## src/rtl/core/lpwbe_pkg.sv

```systemverilog
`default_nettype none
// ----------------------------------------------------------------------------
// lpwbe_pkg
// Shared types and constants of the LED pulse-width bit encoder.
// ----------------------------------------------------------------------------
package lpwbe_pkg;

  localparam int unsigned PIXEL_W   = 24;
  localparam int unsigned TICK_W    = 16;
  localparam int unsigned RST_W     = 20;
  localparam int unsigned DUR_W     = 21;
  localparam int unsigned CFG_IDX_W = 3;
  localparam int unsigned CFG_W     = 20;

  localparam logic [DUR_W-1:0] DUR_TOP = DUR_W'(1114110);

  // small queue between front and back, depth is a power of two
  localparam int unsigned QUEUE_DEPTH = 2;
  localparam int unsigned QPTR_W      = 1;

  typedef enum logic [CFG_IDX_W-1:0] {
    REG_T0_HIGH     = 3'd0,
    REG_T0_LOW      = 3'd1,
    REG_T1_HIGH     = 3'd2,
    REG_T1_LOW      = 3'd3,
    REG_MIN_RESET   = 3'd4,
    REG_RESET_FLOOR = 3'd5
  } reg_idx_e;

  typedef struct packed {
    logic [TICK_W-1:0] t0_high;
    logic [TICK_W-1:0] t0_low;
    logic [TICK_W-1:0] t1_high;
    logic [TICK_W-1:0] t1_low;
    logic [RST_W-1:0]  min_reset;
    logic [RST_W-1:0]  reset_floor;
  } cfg_t;

  typedef struct packed {
    logic [PIXEL_W-1:0] pixel_word;
    logic               start_frame;
    logic [DUR_W-1:0]   reset_dur;
  } item_t;

endpackage

`default_nettype wire

```

## src/rtl/core/led_pulse_width_bit_encoder_top.sv

```systemverilog
`default_nettype none
// ----------------------------------------------------------------------------
// led_pulse_width_bit_encoder_top
// Pulse-width bit encoder for addressable LED strips.
// ----------------------------------------------------------------------------
// Each pixel beat becomes 2*BITS_PER_PIXEL line segments (level, ticks), MSB
// first, plus a leading low reset segment when start_frame is set; the final
// segment of a pixel carries last. The segment sequencer gives one segment per
// clock unless out_ready_i stalls it. A two-entry queue sits between the input
// stage and the sequencer, so pixels are taken while earlier ones are still
// going out, and the next pixel's first segment follows the previous last
// segment with no gap. Timing registers are written through the plain write
// port and should only change while no pixel is in flight.
module led_pulse_width_bit_encoder_top #(
  parameter int unsigned BITS_PER_PIXEL = 24
) (
  input  wire logic                            clk_i,
  input  wire logic                            rst_ni,
  input  wire logic                            cfg_we_i,
  input  wire logic [lpwbe_pkg::CFG_IDX_W-1:0] cfg_idx_i,
  input  wire logic [lpwbe_pkg::CFG_W-1:0]     cfg_data_i,
  input  wire logic                            in_valid_i,
  output logic                                 in_ready_o,
  input  wire logic [lpwbe_pkg::PIXEL_W-1:0]   pixel_word_i,
  input  wire logic                            start_frame_i,
  output logic                                 out_valid_o,
  input  wire logic                            out_ready_i,
  output logic                                 level_o,
  output logic [lpwbe_pkg::DUR_W-1:0]          duration_ticks_o,
  output logic                                 last_o
);

  lpwbe_pkg::cfg_t  cfg_q;
  lpwbe_pkg::item_t push_item;
  lpwbe_pkg::item_t pop_item;
  logic             q_full;
  logic             q_push;
  logic             q_valid;
  logic             q_pop;

  always_ff @(posedge clk_i or negedge rst_ni) begin
    if (!rst_ni) begin
      cfg_q.t0_high     <= lpwbe_pkg::TICK_W'(40);
      cfg_q.t0_low      <= lpwbe_pkg::TICK_W'(85);
      cfg_q.t1_high     <= lpwbe_pkg::TICK_W'(80);
      cfg_q.t1_low      <= lpwbe_pkg::TICK_W'(45);
      cfg_q.min_reset   <= lpwbe_pkg::RST_W'(5000);
      cfg_q.reset_floor <= lpwbe_pkg::RST_W'(5000);
    end else if (cfg_we_i) begin
      case (lpwbe_pkg::reg_idx_e'(cfg_idx_i))
        lpwbe_pkg::REG_T0_HIGH:     cfg_q.t0_high     <= cfg_data_i[lpwbe_pkg::TICK_W-1:0];
        lpwbe_pkg::REG_T0_LOW:      cfg_q.t0_low      <= cfg_data_i[lpwbe_pkg::TICK_W-1:0];
        lpwbe_pkg::REG_T1_HIGH:     cfg_q.t1_high     <= cfg_data_i[lpwbe_pkg::TICK_W-1:0];
        lpwbe_pkg::REG_T1_LOW:      cfg_q.t1_low      <= cfg_data_i[lpwbe_pkg::TICK_W-1:0];
        lpwbe_pkg::REG_MIN_RESET:   cfg_q.min_reset   <= cfg_data_i[lpwbe_pkg::RST_W-1:0];
        lpwbe_pkg::REG_RESET_FLOOR: cfg_q.reset_floor <= cfg_data_i[lpwbe_pkg::RST_W-1:0];
        default: begin
        end
      endcase
    end
  end

  lpwbe_front u_front (
    .in_valid_i    (in_valid_i),
    .in_ready_o    (in_ready_o),
    .pixel_word_i  (pixel_word_i),
    .start_frame_i (start_frame_i),
    .cfg_i         (cfg_q),
    .q_full_i      (q_full),
    .q_push_o      (q_push),
    .q_item_o      (push_item)
  );

  lpwbe_queue u_queue (
    .clk_i   (clk_i),
    .rst_ni  (rst_ni),
    .push_i  (q_push),
    .item_i  (push_item),
    .full_o  (q_full),
    .pop_i   (q_pop),
    .valid_o (q_valid),
    .item_o  (pop_item)
  );

  lpwbe_back #(
    .BITS_PER_PIXEL (BITS_PER_PIXEL)
  ) u_back (
    .clk_i            (clk_i),
    .rst_ni           (rst_ni),
    .cfg_i            (cfg_q),
    .q_valid_i        (q_valid),
    .q_item_i         (pop_item),
    .q_pop_o          (q_pop),
    .out_valid_o      (out_valid_o),
    .out_ready_i      (out_ready_i),
    .level_o          (level_o),
    .duration_ticks_o (duration_ticks_o),
    .last_o           (last_o)
  );

endmodule

`default_nettype wire

```

## src/rtl/core/lpwbe_front.sv

```systemverilog
`default_nettype none
// ----------------------------------------------------------------------------
// lpwbe_front
// Accepts pixel beats and works out the reset segment length for each.
// ----------------------------------------------------------------------------
module lpwbe_front (
  input  wire logic                          in_valid_i,
  output logic                               in_ready_o,
  input  wire logic [lpwbe_pkg::PIXEL_W-1:0] pixel_word_i,
  input  wire logic                          start_frame_i,
  input  wire lpwbe_pkg::cfg_t               cfg_i,
  input  wire logic                          q_full_i,
  output logic                               q_push_o,
  output lpwbe_pkg::item_t                   q_item_o
);

  logic [lpwbe_pkg::RST_W-1:0] base;
  logic [lpwbe_pkg::DUR_W-1:0] sum;

  always_comb begin
    base = (cfg_i.min_reset < cfg_i.reset_floor) ? cfg_i.reset_floor : cfg_i.min_reset;
    sum  = lpwbe_pkg::DUR_W'(base) + lpwbe_pkg::DUR_W'(cfg_i.t1_low);
  end

  assign in_ready_o = !q_full_i;
  assign q_push_o   = in_valid_i && !q_full_i;

  always_comb begin
    q_item_o.pixel_word  = pixel_word_i;
    q_item_o.start_frame = start_frame_i;
    q_item_o.reset_dur   = (sum > lpwbe_pkg::DUR_TOP) ? lpwbe_pkg::DUR_TOP : sum;
  end

endmodule

`default_nettype wire

```

## src/rtl/core/lpwbe_queue.sv

```systemverilog
`default_nettype none
// ----------------------------------------------------------------------------
// lpwbe_queue
// Two-entry queue of classified pixel items between front and back.
// ----------------------------------------------------------------------------
module lpwbe_queue (
  input  wire logic             clk_i,
  input  wire logic             rst_ni,
  input  wire logic             push_i,
  input  wire lpwbe_pkg::item_t item_i,
  output logic                  full_o,
  input  wire logic             pop_i,
  output logic                  valid_o,
  output lpwbe_pkg::item_t      item_o
);

  lpwbe_pkg::item_t                mem_q [lpwbe_pkg::QUEUE_DEPTH];
  logic [lpwbe_pkg::QPTR_W-1:0]    wr_ptr_q, wr_ptr_d;
  logic [lpwbe_pkg::QPTR_W-1:0]    rd_ptr_q, rd_ptr_d;
  logic [lpwbe_pkg::QPTR_W:0]      count_q, count_d;

  assign full_o  = (count_q == (lpwbe_pkg::QPTR_W+1)'(lpwbe_pkg::QUEUE_DEPTH));
  assign valid_o = (count_q != '0);
  assign item_o  = mem_q[rd_ptr_q];

  always_comb begin
    wr_ptr_d = push_i ? wr_ptr_q + 1'b1 : wr_ptr_q;
    rd_ptr_d = pop_i  ? rd_ptr_q + 1'b1 : rd_ptr_q;
    count_d  = count_q;
    if (push_i && !pop_i) begin
      count_d = count_q + 1'b1;
    end else if (pop_i && !push_i) begin
      count_d = count_q - 1'b1;
    end
  end

  always_ff @(posedge clk_i or negedge rst_ni) begin
    if (!rst_ni) begin
      wr_ptr_q <= '0;
      rd_ptr_q <= '0;
      count_q  <= '0;
    end else begin
      wr_ptr_q <= wr_ptr_d;
      rd_ptr_q <= rd_ptr_d;
      count_q  <= count_d;
    end
  end

  always_ff @(posedge clk_i) begin
    if (push_i) begin
      mem_q[wr_ptr_q] <= item_i;
    end
  end

  a_no_push_full: assert property (@(posedge clk_i) disable iff (!rst_ni)
    push_i |-> !full_o) else $error("push into full queue");
  a_no_pop_empty: assert property (@(posedge clk_i) disable iff (!rst_ni)
    pop_i |-> valid_o) else $error("pop from empty queue");
  a_count_bound: assert property (@(posedge clk_i) disable iff (!rst_ni)
    count_q <= (lpwbe_pkg::QPTR_W+1)'(lpwbe_pkg::QUEUE_DEPTH))
    else $error("queue count out of range");

endmodule

`default_nettype wire

```

## src/rtl/core/lpwbe_back.sv

```systemverilog
`default_nettype none
// ----------------------------------------------------------------------------
// lpwbe_back
// Segment sequencer: turns one queued item into line segments, one per beat.
// ----------------------------------------------------------------------------
module lpwbe_back #(
  parameter int unsigned BITS_PER_PIXEL = 24
) (
  input  wire logic                          clk_i,
  input  wire logic                          rst_ni,
  input  wire lpwbe_pkg::cfg_t               cfg_i,
  input  wire logic                          q_valid_i,
  input  wire lpwbe_pkg::item_t              q_item_i,
  output logic                               q_pop_o,
  output logic                               out_valid_o,
  input  wire logic                          out_ready_i,
  output logic                               level_o,
  output logic [lpwbe_pkg::DUR_W-1:0]        duration_ticks_o,
  output logic                               last_o
);

  localparam int unsigned IDX_W = $clog2(BITS_PER_PIXEL);

  logic                         busy_q;
  logic                         rst_pend_q;
  logic                         phase_q;     // 0 high half, 1 low half
  logic [IDX_W-1:0]             cnt_q;
  logic [BITS_PER_PIXEL-1:0]    sh_q;
  logic [lpwbe_pkg::DUR_W-1:0]  rdur_q;

  logic                         out_valid_q;
  logic                         level_q;
  logic [lpwbe_pkg::DUR_W-1:0]  dur_q;
  logic                         last_q;

  logic                         adv;
  logic                         last_seg;
  logic                         load;
  logic                         cur_bit;
  logic                         seg_level;
  logic [lpwbe_pkg::DUR_W-1:0]  seg_dur;

  assign adv      = !out_valid_q || out_ready_i;
  assign last_seg = busy_q && !rst_pend_q && phase_q && (cnt_q == '0);
  assign load     = q_valid_i && (!busy_q || (adv && last_seg));
  assign q_pop_o  = load;
  assign cur_bit  = sh_q[BITS_PER_PIXEL-1];

  always_comb begin
    if (rst_pend_q) begin
      seg_level = 1'b0;
      seg_dur   = rdur_q;
    end else if (!phase_q) begin
      seg_level = 1'b1;
      seg_dur   = lpwbe_pkg::DUR_W'(cur_bit ? cfg_i.t1_high : cfg_i.t0_high);
    end else begin
      seg_level = 1'b0;
      seg_dur   = lpwbe_pkg::DUR_W'(cur_bit ? cfg_i.t1_low : cfg_i.t0_low);
    end
  end

  always_ff @(posedge clk_i or negedge rst_ni) begin
    if (!rst_ni) begin
      busy_q      <= 1'b0;
      rst_pend_q  <= 1'b0;
      phase_q     <= 1'b0;
      cnt_q       <= '0;
      out_valid_q <= 1'b0;
    end else begin
      if (adv) begin
        out_valid_q <= busy_q;
      end
      if (load) begin
        busy_q     <= 1'b1;
        rst_pend_q <= q_item_i.start_frame;
        phase_q    <= 1'b0;
        cnt_q      <= IDX_W'(BITS_PER_PIXEL - 1);
      end else if (adv && last_seg) begin
        busy_q <= 1'b0;
      end else if (adv && busy_q) begin
        if (rst_pend_q) begin
          rst_pend_q <= 1'b0;
        end else if (!phase_q) begin
          phase_q <= 1'b1;
        end else begin
          phase_q <= 1'b0;
          cnt_q   <= cnt_q - 1'b1;
        end
      end
    end
  end

  // payload, no reset needed
  always_ff @(posedge clk_i) begin
    if (load) begin
      sh_q   <= BITS_PER_PIXEL'(q_item_i.pixel_word);
      rdur_q <= q_item_i.reset_dur;
    end else if (adv && busy_q && !rst_pend_q && phase_q) begin
      sh_q <= sh_q << 1;
    end
    if (adv) begin
      level_q <= seg_level;
      dur_q   <= seg_dur;
      last_q  <= last_seg;
    end
  end

  assign out_valid_o      = out_valid_q;
  assign level_o          = level_q;
  assign duration_ticks_o = dur_q;
  assign last_o           = last_q;

  a_last_is_low: assert property (@(posedge clk_i) disable iff (!rst_ni)
    (out_valid_q && last_q) |-> !level_q) else $error("last beat not a low segment");
  a_reset_seg_first: assert property (@(posedge clk_i) disable iff (!rst_ni)
    (adv && busy_q && rst_pend_q && !load) |=> (out_valid_q && !level_q && !last_q))
    else $error("reset segment malformed");
  a_idle_no_pend: assert property (@(posedge clk_i) disable iff (!rst_ni)
    (adv && last_seg && !load) |=> !busy_q) else $error("sequencer did not go idle");

endmodule

`default_nettype wire
```

## config.mk

```make
export PLATFORM = sky130hd
export DESIGN_NAME = led_pulse_width_bit_encoder_top
export DESIGN_NICKNAME = d
export VERILOG_FILES = /design/src/rtl/core/lpwbe_pkg.sv /design/src/rtl/core/led_pulse_width_bit_encoder_top.sv /design/src/rtl/core/lpwbe_front.sv /design/src/rtl/core/lpwbe_queue.sv /design/src/rtl/core/lpwbe_back.sv
export SDC_FILE = /design/constraint.sdc
export NUM_CORES = 1
export LEC_CHECK = 0
export BUFFER_PORTS_ARGS = -buffer_cell sky130_fd_sc_hd__buf_2
export CAP_MARGIN = 5
export CORE_ASPECT_RATIO = 1.75
export CORE_MARGIN = 10
export CORE_UTILIZATION = 63
export DETAILED_ROUTE_END_ITERATION = 8
export PLACE_DENSITY = 0.85
export SLEW_MARGIN = 25
export SYNTH_ARGS = -nofsm -noshare
export SYNTH_HDL_FRONTEND = slang
export SYNTH_SLANG_ARGS = --single-unit
```

## constraint.sdc

```tcl
create_clock -name clk_i -period 9.1 [get_ports clk_i]
set_clock_uncertainty 0.05 [all_clocks]
set_input_delay 1.82 -clock clk_i [delete_from_list [all_inputs] [get_ports clk_i]]
set_output_delay 1.82 -clock clk_i [all_outputs]
set_load 0.1 [all_outputs]
```

# == Yosys cells after proc, flatten, opt, wreduce, memory -nomap -nowiden ==
# Memory sizes are Yosys's and may differ from the RTL's.
# Cells that the tools add are included.
# W data, S select, Z words.
# word_totals
register_bits,185
ram_bits,92
in_bits,53
output_inout_bits,25
wordCells,99
n_memories,1
# op_classes
addsub,6
order_cmp,2
eq_ne,8
mux,27
n_reduce_logical,36
# memory_table
name,depth,word_bits,read_ports,rd_ports_with_merged_regs,write_ports,line,rtl
u_queue.mem_q,2,46,1,0,1,lpwbe_queue.sv:17,lpwbe_pkg::item_t mem_q [lpwbe_pkg::QUEUE_DEPTH];
# op_table
op,n
$mux W21,3
$mux W24,2
$mux W16,2
$mux W5,5
$add A20 B16 Y21,1
$gt A21 B21 Y1 const B,1
$lt A20 B20 Y1,1
$mux W20,1
$reduce_and A2 Y1,7
$mux W1,12
$reduce_bool A2 Y1,6
$logic_and A1 B1 Y1,11
$eq A3 B2 Y1 const B,2
$eq A3 B3 Y1 const B,2
$logic_not A1 Y1,6
$logic_not A5 Y1,1
$sub A5 B1 Y5 const B,1
$mux W2,2
$ne A2 B2 Y1 const B,2
$reduce_and A4 Y1,1
$eq A3 B1 Y1 const B,1
$logic_not A3 Y1,1
$reduce_and A3 Y1,1
$add A1 B1 Y1 const B,2
4 further kinds,5

# == Depth between registers and ports, before layout ==
# Gate-level depths: netlist of run 1.
# logic_depth
depth_word,10
depth_mapped,22
ltp_nobuf,19

# == Cells and area by module ==
# From an unflattened synthesis of run 1, not the netlist that was laid out.
# hier_totals
cells_unflattened,926
hier_area_um2,13492.9
# modules_own_cells
mod,instances,cells_per_inst,area_per_inst_um2,seq_area_each_um2
led_pulse_width_bit_encoder_top,1,224,3971.3,2630.0
lpwbe_queue,1,159,3632.2,2862.7
lpwbe_back,1,198,3579.7,2267.2
lpwbe_front,1,345,2309.7,0.0

# == Worst setup path after synthesis of run 1 ==
# OpenSTA, ideal clock, no wires.
# synth_timing
kind,register to register
from,register cfg_q[9] in the netlist's numbering
to,memory u_queue.mem_q[0][0] in the netlist's numbering (data pin)
setup_ns,0.258
arrival_time_ns,4.926
t_required_ns,8.792
path_slack_ns,3.866
stages_incl_launch_ff,22
n_path_buf,2
synth_period_minus_slack_ns,5.234
cell_sequence,dfstp_2 -> inv_1 -> ha_1 -> a21oi_1 -> o21ai_0 -> a211oi_1 -> o31ai_1 -> clkbuf_1 -> mux2_2 -> ha_1 -> inv_1 -> fa_1 -> or3b_2 -> a2111oi_0 -> o211ai_1 -> nor4_1 -> and4_1 -> and4b_1 -> and4b_1 -> o41ai_2 -> buf_4 -> and2_1
# synth_rtl
item,line,rtl
from (decl),led_pulse_width_bit_encoder_top.sv:33,lpwbe_pkg::cfg_t cfg_q;
to (decl),lpwbe_queue.sv:17,

==> results.md, run 1 <==
* CP required at 9.25 ns
* Hold crit path type: register to register
* Row count at 68
* Fin area at 0.0141 mm²
* Antenna Nets Post-Route at 0
* Fin nets at 1,055
* Max Cap Viol at 0
* Synth Flop Type: edfxtp_1
* XOR/XNOR Fraction of Synth Area at 1.46%
* Global route overflow at 0
* DRC viols at 0
* P_leak at 0.00566 µW
* Met3 global-route usage at 2.79%
* First-pass GRT wire length at 41,500 µm
* Commonest non-fill, non-tap cell in the layout: edfxtp_1
* Met1 usage at 21.3%
* Max Slew Vio Count at 0
* Synth area leader: edfxtp_1
* DIE AREA at 0.0263 mm²
* Post-CTS Setup Bufs at 0
* Core box area at 0.0197 mm²
* Sequential cell area fraction in the yosys report at 61.6%
* Cells on worst reg2reg path at 19
* Fin. Hold Viols at 0
* VDD IR-drop max at 0.238 mV
* Register Area at 0.00776 mm²
* H-tree Lvls at 1
* Worst Tran Pin Value at 1.05 ns
* Final WS setup at 2.92 ns
* Top post-synthesis cells by area: edfxtp_1 38%, dfrtp_1 19%, mux2_2 13%
* Detailed placement HPWL at 18,500 µm
* Clk root buf: clkbuf_16
* Worst Path Class, Setup: register to register
* Hold path depth at 1
* RSZ-0062 raised after global routing: no
* RR Endpoint: u_queue.mem_q[1][6]$_DFFE_PP_
* Worst-Skew Late Latency at 0.52 ns
* Status: finished clean
* Min cycle time layout at 6.18 ns
* Post-synthesis cell type count at 65
* Area growth from synthesis to final layout at 11.7%
* Final std cells w/o fill at 1,225
* DR vias at 7,385
* Mapped Nets at 977
* Setup_tns at 0 ns
* Avg Inst Size Synth at 14.2 µm²
* Final setup fails at 0
* First-pass iteration count of the detailed router at 4
* CP Capture Type: register
* Placed inst area at 0.0133 mm²
* Global Route Usage Sum at 19.2%
* Crit path max fanout at 14
* Asr flop ratio synth at 42.2%
* Startpoint Class: register
* Fmax achieved at 0.162 GHz
* Most used routing layer: met2
* WHS at 0.454 ns
* Final wirelength at 25,700 µm
* Largest net degree at the start of global routing at 85
* Flops & latches, synth at 277
* Compound-cell area share of the yosys netlist at 6.89%
* CTS buffer count at 24
* Vias in the first global route at 8,002
* Synth top area share at 38.2%
* Clk sinks at 277
* Combinational family with the most area after synthesis: multiplexers
* PostCTS Resize Cnt at 0
* R2R setup slack at 2.92 ns
* DRT iter0 DRCs at 411
* Initial core utilization at 63.8%
* Port-buffer cells at 77
* Fillers at 1,296
* Commonest non-fill, non-tap cells in the layout: 160 x edfxtp_1, 142 x mux2_2, 93 x dfrtp_1, 76 x buf_2, 74 x nand2_1
* Routed vias/inst at 6.03
* Clk slew on worst S/H paths at 0.06 ns
* Worst R2R Start: cfg_q[3]$_DFFE_PN1P_
* GRT met2 Usage at 35.9%
* Synthesized instance count at 884
* WP data arrival at 6.32 ns
* Top-level port count at 78
* Adder-Cell Fraction of Synth Area at 4.03%
* Dpl cells at 1,180
* Hold buffer count at CTS at 0
* Initial antenna violation count at 0
* Die Width at 127 µm
* Die height at 207 µm
* Yosys warns at 0
* Period Utilization, post-route at 67.9%
* Ratio of cells with drive above 1 in the final layout at 33.0%
* Multiplexer share of the synthesized area at 17.8%
* Dpl ws at 3.00 ns
* EDFF count, synth at 160
* Number of diodes at 0
* Clock buffer depth at 3
* Synthesized area at 0.0126 mm²
* Headroom to the max-slew limit at 29.1%
* CTS tree: yes
* Routed WL per cell at 20.9 µm
* Pwr dens at 333 mW/mm²
* Simple-Gate Fraction of Synth Area at 5.94%
* HP Start: cfg_q[79]$_DFFE_PN0P_
* Multi-input logic area at 0.00462 mm²
* Worst hold endpoint: cfg_q[79]$_DFFE_PN0P_
* Routability cong. at 0.901
worst max-delay path: stages, from the launching register on:
cell	delay, ns
dfstp_2	0.52
inv_1	0.05
ha_1	0.26
o21ai_0	0.10
a21oi_1	0.23
a211oi_1	0.15
o31ai_4	0.51
mux2_2	0.27
ha_1	0.21
inv_1	0.07
fa_1	0.43
nor2b_1	0.17
o2111ai_1	0.24
a211o_1	0.37
a31oi_1	0.39
o211ai_1	0.16
xnor2_1	0.24
mux2i_1	0.17
o41ai_2	0.99
o21ai_0	0.28
per-layer routing:
layer | routed length [µm] | vias up | share of wire (%)
li1 | - | 3454 | -
met1 | 9730 | 3721 | 38
met2 | 14300 | 163 | 56
met3 | 912 | 47 | 3.6
met4 | 723 | 0 | 2.8
met5 | 0 | - | 0
sequential cells by signal, indices dropped and copies added, names as in the netlist:
register and cells:
u_back.cnt_q 5, u_back.out_valid_o 1, u_back.last_o 1, u_back.busy_q 1
u_queue.rd_ptr_q 1, u_back.duration_ticks_o 21, u_back.level_o 1, u_back.rdur_q 21
u_back.sh_q 24, u_queue.count_q 2, u_back.rst_pend_q 1, u_queue.wr_ptr_q 1
u_back.phase_q 1, u_queue.mem_q 92, cfg_q 104
area by class of cell:
class / instances / area share, %
clock buffers: 42 / 5.28
well taps: 245 / 2.18
clock inverters: 2 / 0.0979
multi-input cells: 535 / 32.9
inverters: 36 / 0.961
flip-flops and latches: 277 / 55.2
repair buffers: 88 / 3.40
cell usage after synthesis (all sizes together) (3+ instances only):
cell    count
edfxtp    160
mux2      142
dfrtp      95
nand2      74
o21ai      52
ha         39
inv        36
mux2i      28
a21oi      25
clkbuf     25
dfstp      22
nor2       20
mux4       16
xnor2      13
buf        11
nand3      11
a21o        8
and2        8
o211ai      8
xor2        8
nand2b      7
o31ai       5
a211oi      4
nor2b       4
nor3        4
a211o       3
a21boi      3
a31oi       3
and3        3
and4b       3
nand4       3
o311ai      3
or2         3
or3         3
logic make-up (layout without fill, tap and decap cells):
logic type / after synthesis / count (layout)
adder cells (fa/ha/maj): 40 / 40
multiplexers: 186 / 186
XOR/XNOR: 21 / 21
buffers and inverters: 72 / 168
AND/OR/NAND/NOR: 155 / 155
AO/OA/AOI/OAI: 133 / 133
flip-flops: 277 / 277
worst max path at each step:
stage / startpoint / endpoint / slack [ns]
CTS: cfg_q[7]$_DFFE_PN1P_ / u_queue.mem_q[1][6]$_DFFE_PP_ / 2.95
global route: cfg_q[7]$_DFFE_PN1P_ / u_queue.mem_q[0][6]$_DFFE_PP_ / 2.53
finish: cfg_q[3]$_DFFE_PN1P_ / u_queue.mem_q[1][6]$_DFFE_PP_ / 2.92
floorplan: cfg_q[9]$_DFFE_PN1P_ / u_queue.mem_q[0][0]$_DFFE_PP_ / 3.87
detailed placement: cfg_q[7]$_DFFE_PN1P_ / u_queue.mem_q[1][6]$_DFFE_PP_ / 3.00
global placement: cfg_q[3]$_DFFE_PN1P_ / u_queue.mem_q[0][6]$_DFFE_PP_ / 3.11
per-stage QoR:
stage / power [µW] / utilization [%]
finish: 4680 / 71.2
global placement: 3640 / 67.3
floorplan: 3290 / -
detailed placement: 3720 / 67.3
CTS: 4710 / 71.1
global route: 4940 / 71.2
where the power goes:
| group | total [µW] | leakage [µW] | switching (µW) | internal [µW] |
|---|---|---|---|---|
| logic | 1710 | 0.00242 | 1050 | 657 |
| registers | 2000 | 0.00286 | 180 | 1820 |
| clock network | 975 | 0.000379 | 423 | 553 |
Note: power is estimated with default switching activity, not from simulation.
==> run 2: changes to the inputs <==
--- a/config.mk
+++ b/config.mk
@@ -9,9 +9,9 @@
 export CAP_MARGIN = 5
 export CORE_ASPECT_RATIO = 1.75
 export CORE_MARGIN = 10
-export CORE_UTILIZATION = 63
+export CORE_UTILIZATION = 61
 export DETAILED_ROUTE_END_ITERATION = 8
-export PLACE_DENSITY = 0.85
+export PLACE_DENSITY = 0.83
 export SLEW_MARGIN = 25
 export SYNTH_ARGS = -nofsm -noshare
 export SYNTH_HDL_FRONTEND = slang
==> constraint.sdc (replaced) <==
create_clock -name clk_i -period 5.8 [get_ports clk_i]
set_clock_uncertainty 0.05 [all_clocks]
set_input_delay 1.16 -clock clk_i [delete_from_list [all_inputs] [get_ports clk_i]]
set_output_delay 1.16 -clock clk_i [all_outputs]
set_load 0.1 [all_outputs]
==> run 2 against run 1 <==
Net effect: flip-flop and latch count unchanged; routed wire length increased by 7.8%; power increased by 69%; clock power increased by 72%; worst hold slack improved by 0.00057 ns; utilization increased by 0.54 points; design area increased by 3.6%; clock-buffer cell count decreased by 9; non-clock buffer count increased by 50; first-iteration DRC count increased by 21%; combinational power increased by 83%; critical path type unchanged; highest routed layer unchanged.
==> results.md, run 2 (same netlist as run 1, synthesis figures left out) <==
* Status: finished clean
* Setup_tns at 0 ns (unchanged)
* P_leak at 0.00594 µW (+5.0%)
* Regs by FF count: cfg_q (104), u_queue.mem_q (92), u_back.sh_q (24)
* DRT iter0 DRCs at 496 (+21%)
* Placed inst area at 0.0136 mm² (+2.7%)
* Max reg flops at 104 (unchanged)
* Clock buffer depth at 3 (unchanged)
* Initial core utilization at 62.1% (-1.7 points)
* Max Cap Viol at 0 (unchanged)
* Wl on met1 at 10,100 µm (+3.4%)
* Final setup fails at 0 (unchanged)
* Number of diodes at 0 (unchanged)
* H-tree Lvls at 1 (unchanged)
* DRC viols at 0 (unchanged)
* Antenna Nets Post-Route at 0 (unchanged)
* Top routing layer in use: met4
* Multi-input logic area at 0.00467 mm² (+0.95%)
* Ratio of cells with drive above 1 in the final layout at 36.9% (+3.9 points)
* Die height at 210 µm (+1.5%)
* Crit path largest cell delay at 0.53 ns (-0.46 ns)
* Crit path from: cfg_q[9]$_DFFE_PN1P_
* DR vias at 7,750 (+4.9%)
* DIE AREA at 0.0270 mm² (+2.9%)
* Routed WL per cell at 21.6 µm (+3.3%)
* Final Util at 71.8% (+0.54 points)
* Commonest non-fill, non-tap cell in the layout: edfxtp_1
* Startpoint Class: register
* Fin area at 0.0146 mm² (+3.6%)
* Initial antenna violation count at 0 (unchanged)
* Worst R2R Start: cfg_q[9]$_DFFE_PN1P_
* Final wirelength at 27,700 µm (+7.8%)
* Port-buffer cells at 77 (unchanged)
* Area growth from synthesis to final layout at 15.7%
* Worst Path Class, Setup: register to register
* HP Start: cfg_q[4]$_DFFE_PN0P_
* Bufs and invs on worst path at 5 (+3)
* Die Width at 129 µm (+1.4%)
* Cell mode on critical path: buf_4
* Routability cong. at 0.907 (+0.69%)
* Worst path top cell family by delay: compound AO/OA/AOI/OAI gates
* Largest register by flop count: cfg_q
* CP required at 6.01 ns (-3.24 ns)
* Detailed placement HPWL at 19,000 µm (+2.8%)
* Clk root buf: clkbuf_16
* Pwr dens at 543 mW/mm² (+63%)
* CTS buffer count at 24 (unchanged)
* Met3 WL post-DR at 1320 µm (+45%)
* R2R setup slack at 0.01 ns (-2.91 ns)
* Fin nets at 1,106 (+4.8%)
* Worst-Skew Late Latency at 0.52 ns (about the same)
* Clk slew on worst S/H paths at 0.07 ns (about the same)
* Commonest non-fill, non-tap cells in the layout: 160 x edfxtp_1, 142 x mux2_2, 94 x dfrtp_1, 76 x buf_2, 74 x nand2_1
* Fin. Hold Viols at 0 (unchanged)
* Row count at 69 (+1.5%)
* Top-level port count at 78 (unchanged)
* First-pass iteration count of the detailed router at 5 (+1)
* Crit path max fanout at 7 (-7)
* WL met2 at 15,500 µm (+8.5%)
* Hold crit path type: register to register
* CP Cell Sequence: inv_1, ha_1, a21oi_1, o21ai_2, a41oi_1, o31ai_4, buf_4, buf_4, nand2_1, o21ai_0, ha_1, a21o_1, buf_4, a31oi_1, o21a_1, nand2_1, and4b_1, nor3_1, and4b_2, o41ai_4, buf_4, or2b_1
* Register Area at 0.00776 mm² (about the same)
* Headroom to the max-slew limit at 29.5% (+0.43 points)
* VDD IR-drop max at 0.432 mV (+81%)
* CP Capture Type: register
* Period Utilization, post-route at 99.8% (+32 points)
* Largest net degree at the start of global routing at 59 (-31%)
* Worst Tran Pin Value at 1.05 ns (+0.00208 ns)
* Fmax achieved at 0.173 GHz (+6.7%)
* WP data arrival at 5.99 ns (-0.33 ns)
* CTS tree: yes
* Clk sinks at 277 (unchanged)
* Fillers at 1,308 (+0.93%)
* Vias in the first global route at 8,208 (+2.6%)
* Global Route Usage Sum at 20.1% (+0.85 points)
* Core box area at 0.0203 mm² (+2.8%)
* Min cycle time layout at 5.79 ns (-0.390 ns)
* WHS at 0.454 ns (+0.000568 ns)
* Crit path max-delay cell type: dfstp_2
* Max Slew Vio Count at 0 (unchanged)
* Global route overflow at 0 (unchanged)
* First-pass GRT wire length at 43,500 µm (+4.8%)
* Routed vias/inst at 6.06 (+0.51%)
==> run 2: cell count changes in the layout (fill, tap and decap cells not counted), moves of 2 or more <==
cell | previous run | this run
buf_4 | 10 | 61
clkbuf_1 | 7 | 3
clkbuf_8 | 4 | 2
clkinvlp_2 | 0 | 3
clkinv_2 | 1 | 3
buf_6 | 2 | 0
clkbuf_4 | 2 | 0
o41ai_4 | 0 | 2
bufinv_16 | 0 | 4
==> run 2: worst paths after layout <==
check | end | cells after the start
worst max register to register | u_queue.mem_q[0][8]$_DFFE_PP_ | 22
min in group asynchronous | cfg_q[75]$_DFFE_PN0P_ | 1
worst min-delay path | cfg_q[4]$_DFFE_PN0P_ | 1
max in group asynchronous | cfg_q[65]$_DFFE_PN0P_ | 2
worst max-delay path | u_queue.mem_q[0][8]$_DFFE_PP_ | 22
worst min register to register | cfg_q[4]$_DFFE_PN0P_ | 1
==> run 2: final cells by class <==
class,count,area share [%]
Clock buffer,33,4.67
Clock inverter,11,1.07
Inverter,36,0.928
Multi-Input combinational cell,536,32.0
Sequential cell,277,53.3
Tap cell,248,2.13
Timing Repair Buffer,138,5.86
==> run 2: report_power, final <==
part	internal [µW]	switching [µW]
clock	999	677
combinational	1240	1890
sequential	2860	246
total	5100	2810
==> run 2: metrics by stage <==
stage	cells	worst slack [ns]	total power (µW)
2_1_floorplan	884	0.566	5170
3_3_place_gp	1229	-0.157	6020
3_5_place_dp	1230	-0.238	6130
4_1_cts	1275	0.0859	7860
5_1_grt	1279	-0.0758	8290
6_report	1279	0.0129	7910
==> run 2: per-layer routing <==
metal / global-route usage [%] / vias to the layer above
met5: 0 / -
met4: 6.44 / 0
met3: 2.81 / 51
met2: 37.7 / 219
met1: 22.5 / 3933
li1: - / 3547
==> run 2: what timing repair did <==
item                                    CTS  global route
pin swaps                                 1             2
cloned                                    0             1
resized for setup                         2             6
hold buffers                              0             0
buffers inserted                          1             3
endpoints found under the setup margin   22            22
